[config.mk]
export PLATFORM = sky130hd
export DESIGN_NAME = utf8_stream_decoder_core
export DESIGN_NICKNAME = d
export VERILOG_FILES = /design/src/sv/u8d_pkg.sv /design/src/sv/u8d_front.sv /design/src/sv/u8d_queue.sv /design/src/sv/u8d_back.sv /design/src/sv/utf8_stream_decoder_core.sv
export SDC_FILE = /design/constraint.sdc
export NUM_CORES = 1
export LEC_CHECK = 0
export BUFFER_PORTS_ARGS = -buffer_cell sky130_fd_sc_hd__buf_4
export CAP_MARGIN = 20
export CORE_MARGIN = 2
export CORE_UTILIZATION = 34
export CTS_CLUSTER_SIZE = 20
export DETAILED_ROUTE_END_ITERATION = 10
export GPL_ROUTABILITY_DRIVEN = 0
export PLACE_DENSITY_LB_ADDON = 0.08
export REMOVE_ABC_BUFFERS = 1
export SETUP_SLACK_MARGIN = 0.5
export SYNTH_ARGS = -nofsm -noshare
export SYNTH_HDL_FRONTEND = slang
export SYNTH_SLANG_ARGS = --single-unit
[constraint.sdc]
create_clock -name i_clk -period 4.7 [get_ports i_clk]
set_input_delay 0.94 -clock i_clk [delete_from_list [all_inputs] [get_ports i_clk]]
set_output_delay 0.94 -clock i_clk [all_outputs]
set_load 0.02 [all_outputs]
[src/sv/u8d_pkg.sv]
`timescale 1ns / 1ps

package u8d_pkg;

    localparam logic [20:0] MIN_2BYTE  = 21'h000080;
    localparam logic [20:0] MIN_3BYTE  = 21'h000800;
    localparam logic [20:0] MIN_4BYTE  = 21'h010000;
    localparam logic [20:0] SURR_LO    = 21'h00D800;
    localparam logic [20:0] SURR_HI    = 21'h00DFFF;
    localparam logic [20:0] MAX_SCALAR = 21'h10FFFF;

    localparam logic [2:0] LEN_NONE = 3'd0;
    localparam logic [2:0] LEN_1    = 3'd1;
    localparam logic [2:0] LEN_2    = 3'd2;
    localparam logic [2:0] LEN_3    = 3'd3;
    localparam logic [2:0] LEN_4    = 3'd4;

    typedef struct packed {
        logic [20:0] code_point;
        logic [2:0]  byte_count;
        logic        decode_error;
    } t_result;

    // two results per entry when a byte breaks a sequence and yields its own
    typedef struct packed {
        logic    two;
        t_result r0;
        t_result r1;
    } t_entry;

    typedef struct packed {
        logic        res_valid;
        t_result     res;
        logic [20:0] pv;
        logic [2:0]  len;
        logic [1:0]  due;
    } t_start;

    localparam t_result RES_ERROR = '{code_point: 21'd0, byte_count: LEN_NONE,
                                      decode_error: 1'b1};

    function automatic t_start start_byte(input logic [7:0] b);
        t_start s;
        s = '0;
        if (b[7] == 1'b0) begin
            s.res_valid = 1'b1;
            s.res       = '{code_point: {13'd0, b}, byte_count: LEN_1,
                            decode_error: 1'b0};
        end else if (b[7:5] == 3'b110) begin
            s.pv  = {16'd0, b[4:0]};
            s.len = LEN_2;
            s.due = 2'd1;
        end else if (b[7:4] == 4'b1110) begin
            s.pv  = {17'd0, b[3:0]};
            s.len = LEN_3;
            s.due = 2'd2;
        end else if (b[7:3] == 5'b11110) begin
            s.pv  = {18'd0, b[2:0]};
            s.len = LEN_4;
            s.due = 2'd3;
        end else begin
            s.res_valid = 1'b1;
            s.res       = RES_ERROR;
        end
        return s;
    endfunction

    function automatic t_result finish_seq(input logic [20:0] v, input logic [2:0] len);
        logic [20:0] minv;
        t_result     r;
        case (len)
            LEN_3:   minv = MIN_3BYTE;
            LEN_4:   minv = MIN_4BYTE;
            default: minv = MIN_2BYTE;
        endcase
        if (v < minv || (v >= SURR_LO && v <= SURR_HI) || v > MAX_SCALAR) begin
            r = RES_ERROR;
        end else begin
            r = '{code_point: v, byte_count: len, decode_error: 1'b0};
        end
        return r;
    endfunction

endpackage

[src/sv/u8d_front.sv]
`timescale 1ns / 1ps

module u8d_front
    import u8d_pkg::*;
(
    input  logic       i_clk,
    input  logic       i_rst_n,
    input  logic       s_tvalid,
    output logic       s_tready,
    input  logic [7:0] s_tdata,   // data_byte
    input  logic       s_tlast,   // end_of_buffer
    input  logic       i_q_full,
    output logic       o_push,
    output t_entry     o_entry
);

    logic [20:0] r_pv, n_pv;
    logic [2:0]  r_len, n_len;
    logic [1:0]  r_due, n_due;

    logic        accept;
    logic [1:0]  cnt;
    t_result     res0, res1;
    t_start      st;

    assign s_tready = !i_q_full;
    assign accept   = s_tvalid && s_tready;

    always_comb begin
        n_pv  = r_pv;
        n_len = r_len;
        n_due = r_due;
        cnt   = 2'd0;
        res0  = '0;
        res1  = '0;
        st    = start_byte(s_tdata);
        if (r_due == 2'd0) begin
            n_pv  = st.pv;
            n_len = st.len;
            n_due = st.due;
            if (st.res_valid) begin
                res0 = st.res;
                cnt  = 2'd1;
            end
        end else if (s_tdata[7:6] == 2'b10) begin
            n_pv  = {r_pv[14:0], s_tdata[5:0]};
            n_due = r_due - 2'd1;
            if (n_due == 2'd0) begin
                res0  = finish_seq(n_pv, r_len);
                cnt   = 2'd1;
                n_pv  = '0;
                n_len = LEN_NONE;
            end
        end else begin
            // broken sequence, then the byte starts over
            res0  = RES_ERROR;
            cnt   = 2'd1;
            n_pv  = st.pv;
            n_len = st.len;
            n_due = st.due;
            if (st.res_valid) begin
                res1 = st.res;
                cnt  = 2'd2;
            end
        end
        if (s_tlast && n_due != 2'd0) begin
            if (cnt == 2'd0) begin
                res0 = RES_ERROR;
                cnt  = 2'd1;
            end else begin
                res1 = RES_ERROR;
                cnt  = 2'd2;
            end
            n_pv  = '0;
            n_len = LEN_NONE;
            n_due = 2'd0;
        end
    end

    always_ff @(posedge i_clk) begin
        if (!i_rst_n) begin
            r_pv  <= '0;
            r_len <= LEN_NONE;
            r_due <= 2'd0;
        end else if (accept) begin
            r_pv  <= n_pv;
            r_len <= n_len;
            r_due <= n_due;
        end
    end

    assign o_push        = accept && (cnt != 2'd0);
    assign o_entry.two   = (cnt == 2'd2);
    assign o_entry.r0    = res0;
    assign o_entry.r1    = res1;

endmodule

[src/sv/u8d_queue.sv]
`timescale 1ns / 1ps

module u8d_queue
    import u8d_pkg::*;
#(
    parameter int DEPTH = 4
) (
    input  logic   i_clk,
    input  logic   i_rst_n,
    input  logic   i_push,
    input  t_entry i_entry,
    output logic   o_full,
    input  logic   i_pop,
    output t_entry o_head,
    output logic   o_empty
);

    localparam int PW = (DEPTH > 1) ? $clog2(DEPTH) : 1;
    localparam int CW = $clog2(DEPTH + 1);
    localparam logic [PW-1:0] LAST_IDX = PW'(DEPTH - 1);
    localparam logic [CW-1:0] FULL_CNT = CW'(DEPTH);

    t_entry        mem [DEPTH];
    logic [PW-1:0] r_wr, r_rd;
    logic [CW-1:0] r_cnt;
    logic          do_push, do_pop;

    assign o_full  = (r_cnt == FULL_CNT);
    assign o_empty = (r_cnt == '0);
    assign do_push = i_push && !o_full;
    assign do_pop  = i_pop && !o_empty;
    assign o_head  = mem[r_rd];

    always_ff @(posedge i_clk) begin
        if (do_push) begin
            mem[r_wr] <= i_entry;
        end
    end

    always_ff @(posedge i_clk) begin
        if (!i_rst_n) begin
            r_wr  <= '0;
            r_rd  <= '0;
            r_cnt <= '0;
        end else begin
            if (do_push) begin
                r_wr <= (r_wr == LAST_IDX) ? '0 : r_wr + 1'b1;
            end
            if (do_pop) begin
                r_rd <= (r_rd == LAST_IDX) ? '0 : r_rd + 1'b1;
            end
            if (do_push && !do_pop) begin
                r_cnt <= r_cnt + 1'b1;
            end else if (do_pop && !do_push) begin
                r_cnt <= r_cnt - 1'b1;
            end
        end
    end

endmodule

[src/sv/u8d_back.sv]
`timescale 1ns / 1ps

module u8d_back
    import u8d_pkg::*;
(
    input  logic        i_clk,
    input  logic        i_rst_n,
    input  t_entry      i_head,
    input  logic        i_empty,
    output logic        o_pop,
    output logic        m_tvalid,
    input  logic        m_tready,
    output logic [23:0] m_tdata,   // code_point[20:0], byte_count[23:21]
    output logic [0:0]  m_tuser,   // decode_error
    output logic        m_tlast    // last_of_run
);

    logic    r_valid;
    logic    r_sel;
    t_result r_res;
    logic    r_last;
    logic    load;
    logic    is_last;
    t_result pick;

    assign load    = !i_empty && (!r_valid || m_tready);
    assign is_last = !i_head.two || r_sel;
    assign pick    = r_sel ? i_head.r1 : i_head.r0;
    assign o_pop   = load && is_last;

    always_ff @(posedge i_clk) begin
        if (!i_rst_n) begin
            r_valid <= 1'b0;
            r_sel   <= 1'b0;
        end else begin
            if (load) begin
                r_valid <= 1'b1;
                r_sel   <= !is_last;
            end else if (m_tready) begin
                r_valid <= 1'b0;
            end
        end
    end

    always_ff @(posedge i_clk) begin
        if (load) begin
            r_res  <= pick;
            r_last <= is_last;
        end
    end

    assign m_tvalid   = r_valid;
    assign m_tdata    = {r_res.byte_count, r_res.code_point};
    assign m_tuser[0] = r_res.decode_error;
    assign m_tlast    = r_last;

endmodule

[src/sv/utf8_stream_decoder_core.sv]
// An accepted byte is decoded combinationally, written into the queue, then loaded
// into the output register. Throughput: one byte per cycle while the queue is not
// full; a byte that yields two results sends them in turn, absorbed by the front/back queue.
// Reset: synchronous active-low i_rst_n clears the open sequence, the queue
// and the output register.
`timescale 1ns / 1ps

module utf8_stream_decoder_core
    import u8d_pkg::*;
#(
    parameter int QUEUE_DEPTH = 4
) (
    input  logic        i_clk,
    input  logic        i_rst_n,
    input  logic        s_tvalid,
    output logic        s_tready,
    input  logic [7:0]  s_tdata,   // data_byte
    input  logic        s_tlast,   // end_of_buffer
    output logic        m_tvalid,
    input  logic        m_tready,
    output logic [23:0] m_tdata,   // code_point[20:0], byte_count[23:21]
    output logic [0:0]  m_tuser,   // decode_error
    output logic        m_tlast    // last_of_run
);

    logic   q_full, q_empty, q_push, q_pop;
    t_entry q_in, q_head;

    u8d_front u_front (
        .i_clk    (i_clk),
        .i_rst_n  (i_rst_n),
        .s_tvalid (s_tvalid),
        .s_tready (s_tready),
        .s_tdata  (s_tdata),
        .s_tlast  (s_tlast),
        .i_q_full (q_full),
        .o_push   (q_push),
        .o_entry  (q_in)
    );

    u8d_queue #(
        .DEPTH (QUEUE_DEPTH)
    ) u_queue (
        .i_clk   (i_clk),
        .i_rst_n (i_rst_n),
        .i_push  (q_push),
        .i_entry (q_in),
        .o_full  (q_full),
        .i_pop   (q_pop),
        .o_head  (q_head),
        .o_empty (q_empty)
    );

    u8d_back u_back (
        .i_clk    (i_clk),
        .i_rst_n  (i_rst_n),
        .i_head   (q_head),
        .i_empty  (q_empty),
        .o_pop    (q_pop),
        .m_tvalid (m_tvalid),
        .m_tready (m_tready),
        .m_tdata  (m_tdata),
        .m_tuser  (m_tuser),
        .m_tlast  (m_tlast)
    );

`ifndef NO_ASSERTIONS
    a_no_push_full: assert property (@(posedge i_clk) disable iff (!i_rst_n)
        q_push |-> !q_full) else $error("push into full queue");

    a_no_pop_empty: assert property (@(posedge i_clk) disable iff (!i_rst_n)
        q_pop |-> !q_empty) else $error("pop from empty queue");

    a_error_zero: assert property (@(posedge i_clk) disable iff (!i_rst_n)
        (m_tvalid && m_tuser[0]) |-> (m_tdata == 24'd0))
        else $error("error item carries data");

    a_count_ok: assert property (@(posedge i_clk) disable iff (!i_rst_n)
        (m_tvalid && !m_tuser[0]) |-> (m_tdata[23:21] != 3'd0 && m_tdata[23:21] <= 3'd4))
        else $error("bad byte count on good item");
`endif

endmodule
* Word-level counts from Yosys, hierarchy flattened *
Memory sizes are Yosys's and may differ from the RTL's. A register that Yosys moved wholly into a read port is not among the register bits.
Cells that the tools add are included.

cells by class
  $add $sub $neg = 5
  order comparisons = 4
  equal/unequal tests = 11
  muxes and demuxes = 52
  reductions and logical operators = 30

operators with widths
  operator              number
  $mux 25               12
  $mux 26               4
  $mux 21               3
  $mux 15               4
  $mux 20               2
  $pmux 17 s2           1
  $mux 2                12
  $ge 21x16->1 const B  1
  $gt 21x21->1 const B  1
  $le 21x16->1 const B  1
  $lt 21x21->1          1
  $mux 3                6
  $logic_and 1x1->1     10
  $eq 3x3->1 const B    3
  $mux 9                1
  $eq 2x2->1 const B    4
  $mux 8                1
  $reduce_bool 2->1     4
  $logic_not 1->1       7
  $logic_not 2->1       3
  $mux 1                6
  $eq 5x5->1 const B    1
  $add 2x1->2 const B   2
  $eq 4x4->1 const B    1
  8 further kinds       11

word-level totals
  bits in registers = 55
  memory bits (writable) = 204
  input bits = 13
  output and inout bits = 28
  logic and storage cells = 115
  memories kept = 1

memory list
  name         depth  width  read ports  clocked after Yosys merged registers in  wr ports  line             text
  u_queue.mem  4      51     1           1                                        1         u8d_queue.sv:23  t_entry mem [DEPTH];

* Depth between registers and ports, before layout *
Gate-level depths: netlist (run 1).

  depth in word-level cells = 18
  depth in mapped cells = 12
  gate-level depth less buffers = 12

* Modules after synthesis *
A second synthesis (run 1) with hierarchy kept.

second synthesis, totals
  cell total of the unflattened synthesis = 565
  area, all modules = 10635.2 um^2

by module, submodules not included
  module     times used  cells an instance  area each (um^2)  seq. area each (um^2)
  u8d_queue  1           318                7898.8            6306.0
  u8d_front  1           181                1455.1            400.4
  u8d_back   1           66                 1281.2            820.8

* Worst setup path after synthesis (run 1) *
Ideal clock, no wire load.

  path kind = input port to flip-flop
  from = input m_tready
  to = register u_queue.r_cnt[2]
  library setup time = 0.076 ns
  data arrival time = 3.720 ns
  data required time = 4.624 ns
  path slack = 0.905 ns
  cell stages on the path = 10
  buffers on the path = 0
  cell sequence = inv_1 -> a21oi_1 -> and2_1 -> inv_1 -> ha_1 -> inv_1 -> fa_1 -> xor2_1 -> or3_1 -> a21boi_0

between the ends
  longest elaborated chain between the ends = 7
  elaborated cells between the ends (all ways) = 9
  those cells by class = mux: 1; reduce/logical: 8

RTL lines
  item                                                line                            text
  start, declared                                     utf8_stream_decoder_core.sv:20  input logic m_tready,
  $logic_or 1x1->1 (*)                                u8d_back.sv:26                  assign load = !i_empty && (!r_valid || m_tready);
  $logic_and 1x1->1 (*)                               u8d_back.sv:26
  via u_back.load                                     u8d_back.sv:22                  logic load;
  $logic_and 1x1->1 (*)                               u8d_back.sv:29                  assign o_pop = load && is_last;
  $logic_and 1x1->1 (*)                               u8d_queue.sv:31                 assign do_pop = i_pop && !o_empty;
  $logic_not 1->1                                     u8d_queue.sv:52                 if (do_push && !do_pop) begin
  $logic_and 1x1->1                                   u8d_queue.sv:52
  $mux 3 / $reduce_bool 2->1 (equally long branches)  --
  end signal, assigned                                u8d_queue.sv:53                 r_cnt <= r_cnt + 1'b1;
  end signal, assigned                                u8d_queue.sv:55                 r_cnt <= r_cnt - 1'b1;
  end, declared                                       u8d_queue.sv:25                 logic [CW-1:0] r_cnt;

The timed path passes the listed nets; every way through them passes the cells marked *.
A chain may end at the register's enable or synchronous reset.

* Worst setup path in the final report (run 1) *
  from = register u_front.r_due[0]
  to = register u_queue.r_cnt[2]

between the ends
  longest elaborated chain between the ends = 14
  elaborated cells between the ends (all ways) = 21
  those cells by class = add/sub: 1; mux: 8; reduce/logical: 12

RTL lines
  item                         line             text
  start, declared              u8d_front.sv:19  logic [1:0] r_due, n_due;
  start signal, assigned       u8d_front.sv:88  r_due <= n_due;
  $sub 2x1->2                  u8d_front.sv:47  n_due = r_due - 2'd1;
  $logic_not 2->1              u8d_front.sv:48  if (n_due == 2'd0) begin
  $mux 1                       u8d_front.sv:48
  $mux 2                       u8d_front.sv:45  end else if (s_tdata[7:6] == 2'b10) begin
  $mux 2                       u8d_front.sv:37  if (r_due == 2'd0) begin
  $logic_not 2->1              u8d_front.sv:67  if (cnt == 2'd0) begin
  $mux 2                       u8d_front.sv:67
  $mux 2 (*)                   u8d_front.sv:66  if (s_tlast && n_due != 2'd0) begin
  $reduce_bool 2->1 (*)        u8d_front.sv:92  assign o_push = accept && (cnt != 2'd0);
  $logic_and 1x1->1 (*)        u8d_front.sv:92
  $logic_and 1x1->1 (*)        u8d_queue.sv:30  assign do_push = i_push && !o_full;
  via u_queue.do_push          u8d_queue.sv:26  logic do_push, do_pop;
  $logic_not 1->1              u8d_queue.sv:54  end else if (do_pop && !do_push) begin
  $logic_and 1x1->1            u8d_queue.sv:54
  $reduce_bool 2->1 (no line)  --

Marked as above.

==> results of run 1 <==
[cell families after synthesis]
kind of cell | synth area share
flops | 0.702
simple gates | 0.0900
compound gates | 0.0483
mux | 0.119
buf+inv | 0.0199
fa+ha+maj | 0.0182
xor+xnor | 0.00220
[where the power goes]
group | leakage (nW) | switching [mW] | internal, mW
clock | 0.288 | 0.618 | 0.800
sequential | 1.83 | 0.0796 | 2.24
combinational | 0.999 | 0.712 | 0.596
total | 3.12 | 1.41 | 3.64
[through the flow]
step                setup WS, ns  area (um^2)  instances
global route               0.878         9260        861
CTS                         1.08         9260        861
global placement           0.926         8680        829
detailed placement         0.804         8680        829
floorplan                  0.773         7860        457
finish                      1.09         9260        861
[worst paths after layout]
check / start / end / slack, ns / cells past startpoint
worst max-delay path: u_front.r_due[0] / u_queue.r_cnt[2] / 1.09 / 13
worst min-delay path: u_front.r_pv[12] / u_front.r_pv[12] / 0.48 / 2
worst max register to register: u_front.r_due[0] / u_queue.r_cnt[2] / 1.09 / 13
worst min register to register: u_front.r_pv[12] / u_front.r_pv[12] / 0.48 / 2
[layout by cell type (no fill, tap or decap), types with 2 or more instances in the layout]
cell / Yosys / layout
edfxtp_1: 166 / 166
buf_4: 0 / 53
mux4_2: 35 / 35
dfxtp_1: 31 / 30
nand2_1: 29 / 29
and2_1: 28 / 28
nor2b_1: 23 / 23
clkbuf_16: 0 / 19
a21oi_1: 17 / 16
nand3_1: 12 / 12
inv_1: 11 / 11
ha_1: 10 / 10
mux2_2: 9 / 9
a21boi_0: 7 / 7
mux2i_1: 6 / 6
nor2_1: 6 / 6
o21a_1: 6 / 6
inv_4: 0 / 6
nor3_1: 5 / 5
o21ai_0: 5 / 5
o22ai_1: 4 / 4
clkbuf_1: 16 / 4
nand4_1: 3 / 3
nand2b_1: 3 / 3
or3b_2: 3 / 3
or4_1: 3 / 3
a22o_1: 2 / 2
a22oi_1: 2 / 2
and3_1: 2 / 2
or3_1: 2 / 2
o31ai_1: 3 / 2
a31oi_1: 2 / 2
nor4_1: 2 / 2
[flip-flops by register name, indices dropped and copies added, names as in the netlist, named ones only]
name,count
u_front.r_pv,15
u_back.m_tuser,1
u_queue.r_cnt,3
u_front.r_due,2
u_back.m_tlast,1
u_back.m_tvalid,1
u_back.r_sel,1
u_back.m_tdata,24
u_front.r_len,3
u_queue.r_rd,2
u_queue.r_wr,2
u_queue.mem,140
[final cells by class]
type / count / area share
sequential: 197 / 0.606
inverter: 11 / 0.00446
clock buffer: 23 / 0.0530
clock inverter: 9 / 0.00919
tap: 319 / 0.0431
timing repair buffer: 53 / 0.0430
multi-input combinational: 249 / 0.242
[worst max-delay path, cell delays in order, from the launching register on]
cell and delay (ns):
dfxtp_1 0.39, inv_1 0.06, ha_1 0.35, or3b_2 0.56, nor2_1 0.20, o31ai_2 0.09, buf_4 0.21, a21oi_2 0.32
ha_1 0.25, inv_1 0.06, fa_1 0.38, xor2_1 0.17, or3_1 0.30, a21boi_0 0.19
[layer usage]
metal | track usage | vias to the layer above | wire length, um
met5 | 0 | - | 0
met4 | 0.0472 | 0 | 88
met3 | 0.0281 | 4 | 444
met2 | 0.228 | 71 | 8110
met1 | 0.173 | 2073 | 7120
li1 | - | 1954 | -
==> results.cfg, run 1 <==
[clock_network]
post-cts-setup-buffers = 0
cts_buffers = 17
htree_levels = 4
clk_path_buf_depth = 2
cts_tree = yes
cts-root-buf = clkbuf_16
clock_sinks = 197
clk_latency_ns = 0.42
clkTransAtPathRegs_ns = 0.07
ctsHoldBuffers = 0
cts_resized = 0

[global_routing]
grtUsageTotal = 0.135
antenna_found_initial = 0
first_global_vias = 4106
grt_pass1_wl_um = 24200
grt_max_degree = 36
grt_overflow_total = 0

[detailed_routing]
viasPerCell = 4.76
wirelength_um = 15800
drc = 0
wl_per_cell_um = 18.3
dr_total_vias = 4102
dr.pass1.iters = 4
drtIter0Drc = 301
ant_nets = 0

[worst_hold_path]
hold_class = flip-flop to flip-flop

[timing]
period_needed_ns = 3.61
min_period_over_period = 0.768
clock.fmax_ghz = 0.277
fin_skew_ns = 0.0117
rsz0062_at_grt = false
holdWs_ns = 0.484
slew_headroom = 0.400
fin_tns_setup_ns = 0
worst_pin_slew_ns = 0.897
hold_viol = 0
final_max_slew_viol_count = 0
setup_viol = 0

[floorplanning]
start_util = 0.343
die_area_um2 = 24700
die_y_um = 157
top_level_ports = 41
die_x_um = 157
rows = 56
fp.coreArea_um2 = 23300

[setup_path]
cp-start-kind = flip-flop
required_ns = 5.04
worst-endpoint-arrival_ns = 3.95
end_kind = flip-flop
cp_max_fo = 21
crit_type = flip-flop to flip-flop

[finish]
final_nets = 553
multi_input_area_um2 = 2240
n_fill_cell = 2183
seqCellArea_um2 = 5610
fin_util = 0.398
drive_above_1_share = 0.249
diodes = 0
syn_to_final_growth_pct = 16.0

[logic_synthesis]
synthTopCellsByCount = edfxtp_1 (166), mux4_2 (35), dfxtp_1 (31)
postSynthCellCount = 484
netlist.top_cell.by_area = edfxtp_1
synth.most_common_cell = edfxtp_1
synth_top_area_share = 0.625
yosysUniqueCellTypes = 53
synth_warnings = 0
ys_ff_latch = 197
ys_seq_area_frac = 0.702
synth_edf_count = 166
syn_area_um2 = 7980
synth.top_cells.by_area = edfxtp_1 (62%), mux4_2 (9.9%), dfxtp_1 (7.8%), and2_1 (2.2%), nor2b_1 (1.8%)
async_flop_share = 0
yosys_most_used_dff = edfxtp_1
syn_area_per_cell_um2 = 16.5

[status]
outcome = finished, final reports clean

[power]
ir_worst_vdd_uv = 442
finalPower_mw = 5.05
p_leak_nw = 3.12
power.density_nw_per_um2 = 545

[placement]
dp_hpwl_um = 9330
portBuffers = 40

[run]
cap_violations = 0
No activity file was read; power rests on OpenSTA's default activity.
==> run 2, diff against run 1 <==
Clock period 4.7 ns to 3.7 ns, I/O delays scaled along.
==> run 2 against run 1 <==
  * Non-clock buffer count up 1
  * Design area up 0.14%
  * Register-to-register slack worse by 0.36 ns
  * Critical path depth down 1
  * Power up 25%
  * Critical path type unchanged
  * Largest cell class unchanged
==> results.cfg, run 2 (same netlist as run 1, synthesis figures left out) <==
[status]
outcome = finished, final reports clean

[placement]
portBuffers = 40
dpl_cell_area_um2 = 8730
dp_hpwl_um = 9320
place_ws_ns = 0.392

[power]
p_leak_nw = 3.09
power.density_nw_per_um2 = 680
ir_worst_vdd_uv = 477
finalPower_mw = 6.30

[global_routing]
grtUsageTotal = 0.140
grt_max_degree = 36
grt_overflow_total = 0
first_global_vias = 4441
grt_pass1_wl_um = 25400
antenna_found_initial = 0

[floorplanning]
start_util = 0.343
top_level_ports = 41
fp.coreArea_um2 = 23300
die_x_um = 157
die_y_um = 157
die_area_um2 = 24700
rows = 56

[setup_path]
critPathBufInv = 2
critPathMaxStageDelay_ns = 0.51
cp_cell_sequence = inv_1 > ha_1 > or3b_2 > nor2_2 > o31ai_2 > a21oi_2 > ha_1 > inv_1 > fa_1 > xor2_1 > or3_1 > a21boi_0
cp-start-kind = flip-flop
cp_slowest_cell = or3b_2
required_ns = 4.05
cp_max_fo = 4
rr_worst_depth = 12
cp_top_family = simple AND/OR/NAND/NOR gates
crit_path_start = u_front.r_due[0]
r2r_slack_ns = 0.73
end_kind = flip-flop
r2r-start = u_front.r_due[0]
crit_type = flip-flop to flip-flop
r2r-end = u_queue.r_cnt[2]
worst-endpoint-arrival_ns = 3.32

[worst_hold_path]
holdCritStartpoint = u_front.r_pv[12]
hold_depth = 2
hold_class = flip-flop to flip-flop
holdPathEnd = u_front.r_pv[12]

[finish]
largest_reg_flops = 140
syn_to_final_growth_pct = 16.2
stdcell_area_um2 = 9270
reg_top3 = u_queue.mem: 140 flops, u_back.m_tdata: 24 flops, u_front.r_pv: 15 flops
diodes = 0
final_nets = 554
final_cell_mix = edfxtp_1 (166), buf_4 (50), mux4_2 (35)
regMostFlops = u_queue.mem
drive_above_1_share = 0.256
n_fill_cell = 2185
layout_commonest_cell = edfxtp_1

[timing]
fin_tns_setup_ns = 0
fin_skew_ns = 0.0107
clock.fmax_ghz = 0.337
worst_pin_slew_ns = 0.895
setup_viol = 0
holdWs_ns = 0.480
min_period_over_period = 0.802
rsz0062_at_grt = false
period_needed_ns = 2.97
hold_viol = 0
slew_headroom = 0.402
fin_ws_ns = 0.733
final_max_slew_viol_count = 0

[detailed_routing]
viasPerCell = 4.84
drtIter0Drc = 256
ant_nets = 0
dr_total_vias = 4168
dr.pass1.iters = 4
wirelength_um = 16000
wl_per_cell_um = 18.5
drc = 0

[clock_network]
cts_buffers = 17
ctsHoldBuffers = 0
clk_path_buf_depth = 2
cts-root-buf = clkbuf_16
clock_sinks = 197
cts_tree = yes
htree_levels = 4
clkTransAtPathRegs_ns = 0.07
clk_latency_ns = 0.43

[run]
cap_violations = 0
run 2: cell types whose count changed in the layout (fill, tap and decap cells not counted), sizes merged:
| cell | previous run | this run |
|---|---|---|
| buf | 53 | 54 |
| bufinv | 1 | 0 |
| clkbuf | 23 | 18 |
| clkinv | 1 | 4 |
| clkinvlp | 0 | 6 |
| inv | 18 | 15 |
run 2: worst max-delay path by stage:
stage / endpoint / slack, ns / depth (start not counted)
final: u_queue.r_cnt[2] / 0.73 / 12
after global routing: u_queue.r_cnt[2] / 0.53 / 12
after CTS: u_queue.r_cnt[2] / 0.67 / 12
after detailed placement: u_queue.r_cnt[2] / 0.39 / 11
after global placement: u_queue.r_cnt[2] / 0.51 / 11
after floorplan: u_queue.r_cnt[2] / -0.03 / 10
run 2: layout make-up:
| cell class | count | area [um^2] | share of cell area |
|---|---|---|---|
| clock buffer | 18 | 429 | 0.0463 |
| inverter | 11 | 41.3 | 0.00445 |
| multi-input combinational | 249 | 2230 | 0.241 |
| clock inverter | 14 | 105 | 0.0113 |
| tap | 319 | 399 | 0.0430 |
| sequential | 197 | 5610 | 0.605 |
| timing repair buffer | 54 | 455 | 0.0491 |
run 2: tightest hold or removal path, cell delays in order, from the launching register on:
cell and delay, ns:
dfxtp_1 0.33, nand2_1 0.06, a21oi_1 0.05
run 2: stage by stage:
stage	utilization	std cells
final	0.399	862
after global routing	0.399	862
after CTS	0.398	862
after detailed placement	0.375	830
after global placement	0.375	830
after floorplan	-	457
run 2: power breakdown:
part           switching (mW)  total (mW)  internal [mW]  leakage, nW
logic                   0.911        1.68          0.772         1.02
registers               0.103        2.95           2.84         1.83
clock network           0.806        1.67          0.866        0.245
run 2: per-layer routing:
| layer | track usage | up-vias | wire, um |
|---|---|---|---|
| met5 | 0 | - | 0 |
| met4 | 0.0494 | 0 | 176 |
| met3 | 0.0267 | 12 | 431 |
| met2 | 0.237 | 59 | 8160 |
| met1 | 0.180 | 2145 | 7210 |
| li1 | - | 1952 | - |
run 2: repair_timing:
| action | 4_1_cts | 5_1_grt |
|---|---|---|
| buffers inserted | 0 | 0 |
| gates resized for setup | 0 | 1 |
| endpoints found under the hold margin | 0 | 0 |
| endpoints found under the setup margin | 0 | 1 |
==> run 3, diff against run 2 <==
Settings changed: ABC_AREA set to 1.
Clock period 3.7 ns to 2.4 ns, I/O delays scaled along.
==> run 3 against run 2 <==
  * Sequential share of layout area down 9.6 points
  * Final cell count is 39% higher
  * Area after synthesis increased by 2.3%
  * Die area grew 2.3%
  * Fmax up 42%
  * Design area rose by 19%
  * Power rose by 84%
  * Via count is 39% higher
  * Combinational power rose by 150%
  * Setup slack got worse by 0.43 ns
==> results.cfg, run 3 <==
[status]
outcome = finished, final reports clean

[timing]
period_needed_ns = 2.10
holdWs_ns = 0.353
rsz0062_at_grt = true
fin_skew_ns = 0.0112
setup_viol = 0
clock.fmax_ghz = 0.477
slew_headroom = 0.620
min_period_over_period = 0.873
fin_ws_ns = 0.304
final_max_slew_viol_count = 0
worst_pin_slew_ns = 0.566
hold_viol = 0

[floorplanning]
start_util = 0.347
rows = 56
die_area_um2 = 25300
die_y_um = 159
die_x_um = 159
top_level_ports = 41
fp.coreArea_um2 = 23500

[logic_synthesis]
synth_top_area_share = 0.611
yosysUniqueCellTypes = 33
netlist.top_cell.by_area = edfxtp_1
yosys_most_used_dff = edfxtp_1
ys_seq_area_frac = 0.687
synth_warnings = 0
ys_ff_latch = 197
synth_edf_count = 166
syn_area_per_cell_um2 = 11.1
async_flop_share = 0
synthTopCellsByCount = nor2_1 (174), edfxtp_1 (166), o21ai_0 (87)
synth.most_common_cell = nor2_1
postSynthCellCount = 736
syn_area_um2 = 8160
synth.top_cells.by_area = edfxtp_1 (61%), nor2_1 (8.0%), dfxtp_1 (7.6%), o21ai_0 (5.3%), a21oi_1 (2.9%)

[finish]
reg_top3 = u_queue.mem: 140 flops, u_back.m_tdata: 24 flops, u_front.r_pv: 15 flops
fin_util = 0.468
n_fill_cell = 2174
largest_reg_flops = 140
drive_above_1_share = 0.296
regMostFlops = u_queue.mem
seqCellArea_um2 = 5610
final_nets = 886
multi_input_area_um2 = 2580
diodes = 0
layout_commonest_cell = edfxtp_1
final_cell_mix = edfxtp_1 (166), nor2_1 (162), buf_4 (98)
syn_to_final_growth_pct = 35.0
final_cells = 1194

[power]
pwr-share-comb = 0.355
ir_worst_vdd_uv = 855
p_seq_frac = 0.400
power.density_nw_per_um2 = 1050
p_int_mw = 7.48
clockPowerShare = 0.245
swShare = 0.355
finalPower_mw = 11.6
p_switching_mw = 4.11
p_leak_nw = 4.08

[placement]
place_ws_ns = -0.141
dp_cells = 1113
portBuffers = 40
dp_hpwl_um = 12000

[detailed_routing]
dr_total_vias = 5813
wl_per_cell_um = 18.4
drtIter0Drc = 404
drc = 0
ant_nets = 0
viasPerCell = 4.87
wirelength_um = 22000
dr.pass1.iters = 5

[clock_network]
clk_path_buf_depth = 2
clkTransAtPathRegs_ns = 0.08
cts_tree = yes
htree_levels = 4
cts_buffers = 17
cts-root-buf = clkbuf_16
clk_latency_ns = 0.44
ctsHoldBuffers = 0
clock_sinks = 197

[setup_path]
critPathMaxStageDelay_ns = 0.34
cp_max_fo = 4
required_ns = 2.78
cp_top_family = simple AND/OR/NAND/NOR gates
crit_type = flip-flop to flip-flop
worst-endpoint-arrival_ns = 2.47
cp_cell_sequence = inv_2 > ha_4 > inv_4 > nand2_8 > nor2_4 > nor2_2 > nand2_2 > nand2_4 > nand3_4 > nand2_4 > inv_2 > ha_4 > inv_4 > fa_2 > nor2_2 > nor2_1 > nand2_1 > o21ai_1 > a21oi_1
end_kind = flip-flop
cp-start-kind = flip-flop
critPathBufInv = 4
cp_slowest_cell = dfxtp_2

[global_routing]
grt_max_degree = 49
grt_pass1_wl_um = 33100
antenna_found_initial = 0
first_global_vias = 5653
grt_overflow_total = 0
grtUsageTotal = 0.176

[worst_hold_path]
hold_class = input port to flip-flop

[run]
cap_violations = 0
## run 3: changes by cell type after synthesis, sizes merged, moves of 7 or more
cell,change
nand4,+7
mux4,-35
nand2,+31
a21boi,-8
a31oi,+8
nor2b,-23
a21oi,+29
o21ai,+82
mux2,-9
nor2,+181
and2,-28
inv,+43
## run 3: per-layer routing
layer | wire (um) | GRT usage
met1 | 10100 | 0.239
met2 | 10600 | 0.286
met3 | 951 | 0.0320
met4 | 318 | 0.0607
met5 | 0 | 0
## run 3: cell families after synthesis
| group | share of synthesized area |
|---|---|
| AOI/OAI and AO/OA | 0.101 |
| adders and majority gates | 0.0178 |
| buffers and inverters | 0.0461 |
| DFF | 0.687 |
| and+or+nand+nor | 0.149 |
## run 3: area by class of cell
cell class | instances | share of cell area
clock buffers | 17 | 0.0386
clock inverters | 15 | 0.0148
inverters | 58 | 0.0212
multi-input cells | 450 | 0.234
flip-flops and latches | 197 | 0.509
well taps | 319 | 0.0362
repair buffers | 138 | 0.146
## run 3: path summary, 6_finish.rpt
check | from | end | slack, ns | cells after the start
max | u_front.r_due[0] | u_queue.r_cnt[2] | 0.30 | 19
min | i_rst_n | u_queue.r_wr[1] | 0.35 | 3
max reg2reg | u_front.r_due[0] | u_queue.r_cnt[2] | 0.30 | 19
min reg2reg | u_front.r_due[1] | u_front.r_due[1] | 0.49 | 2
## run 3: per-stage QoR
step / cell area [um^2] / setup TNS [ns]
2_1_floorplan: 8010 / -175.97
3_3_place_gp: 9250 / -0.185
3_5_place_dp: 9250 / -0.259
4_1_cts: 10700 / 0
5_1_grt: 11000 / 0
6_report: 11000 / 0
## run 3: power groups by stage
stage                     logic [mW]  registers, mW  clock network (mW)
after global routing            4.55           4.69                3.04
after CTS                       4.03           4.64                2.91
after detailed placement        3.55           4.71                   0
final                           4.12           4.64                2.84
after floorplan                 1.58           5.18                   0
after global placement          3.54           4.70                   0
## run 3: worst min-delay path: stages
cell	delay, ns
buf_4	0.17
nand2_1	0.08
nor2_1	0.03
## run 3: repair_timing
action	CTS	global route
cloned	15	1
resized for setup	54	47
setup buffers	25	8
endpoints found under the setup margin	239	242
pin swaps	14	19
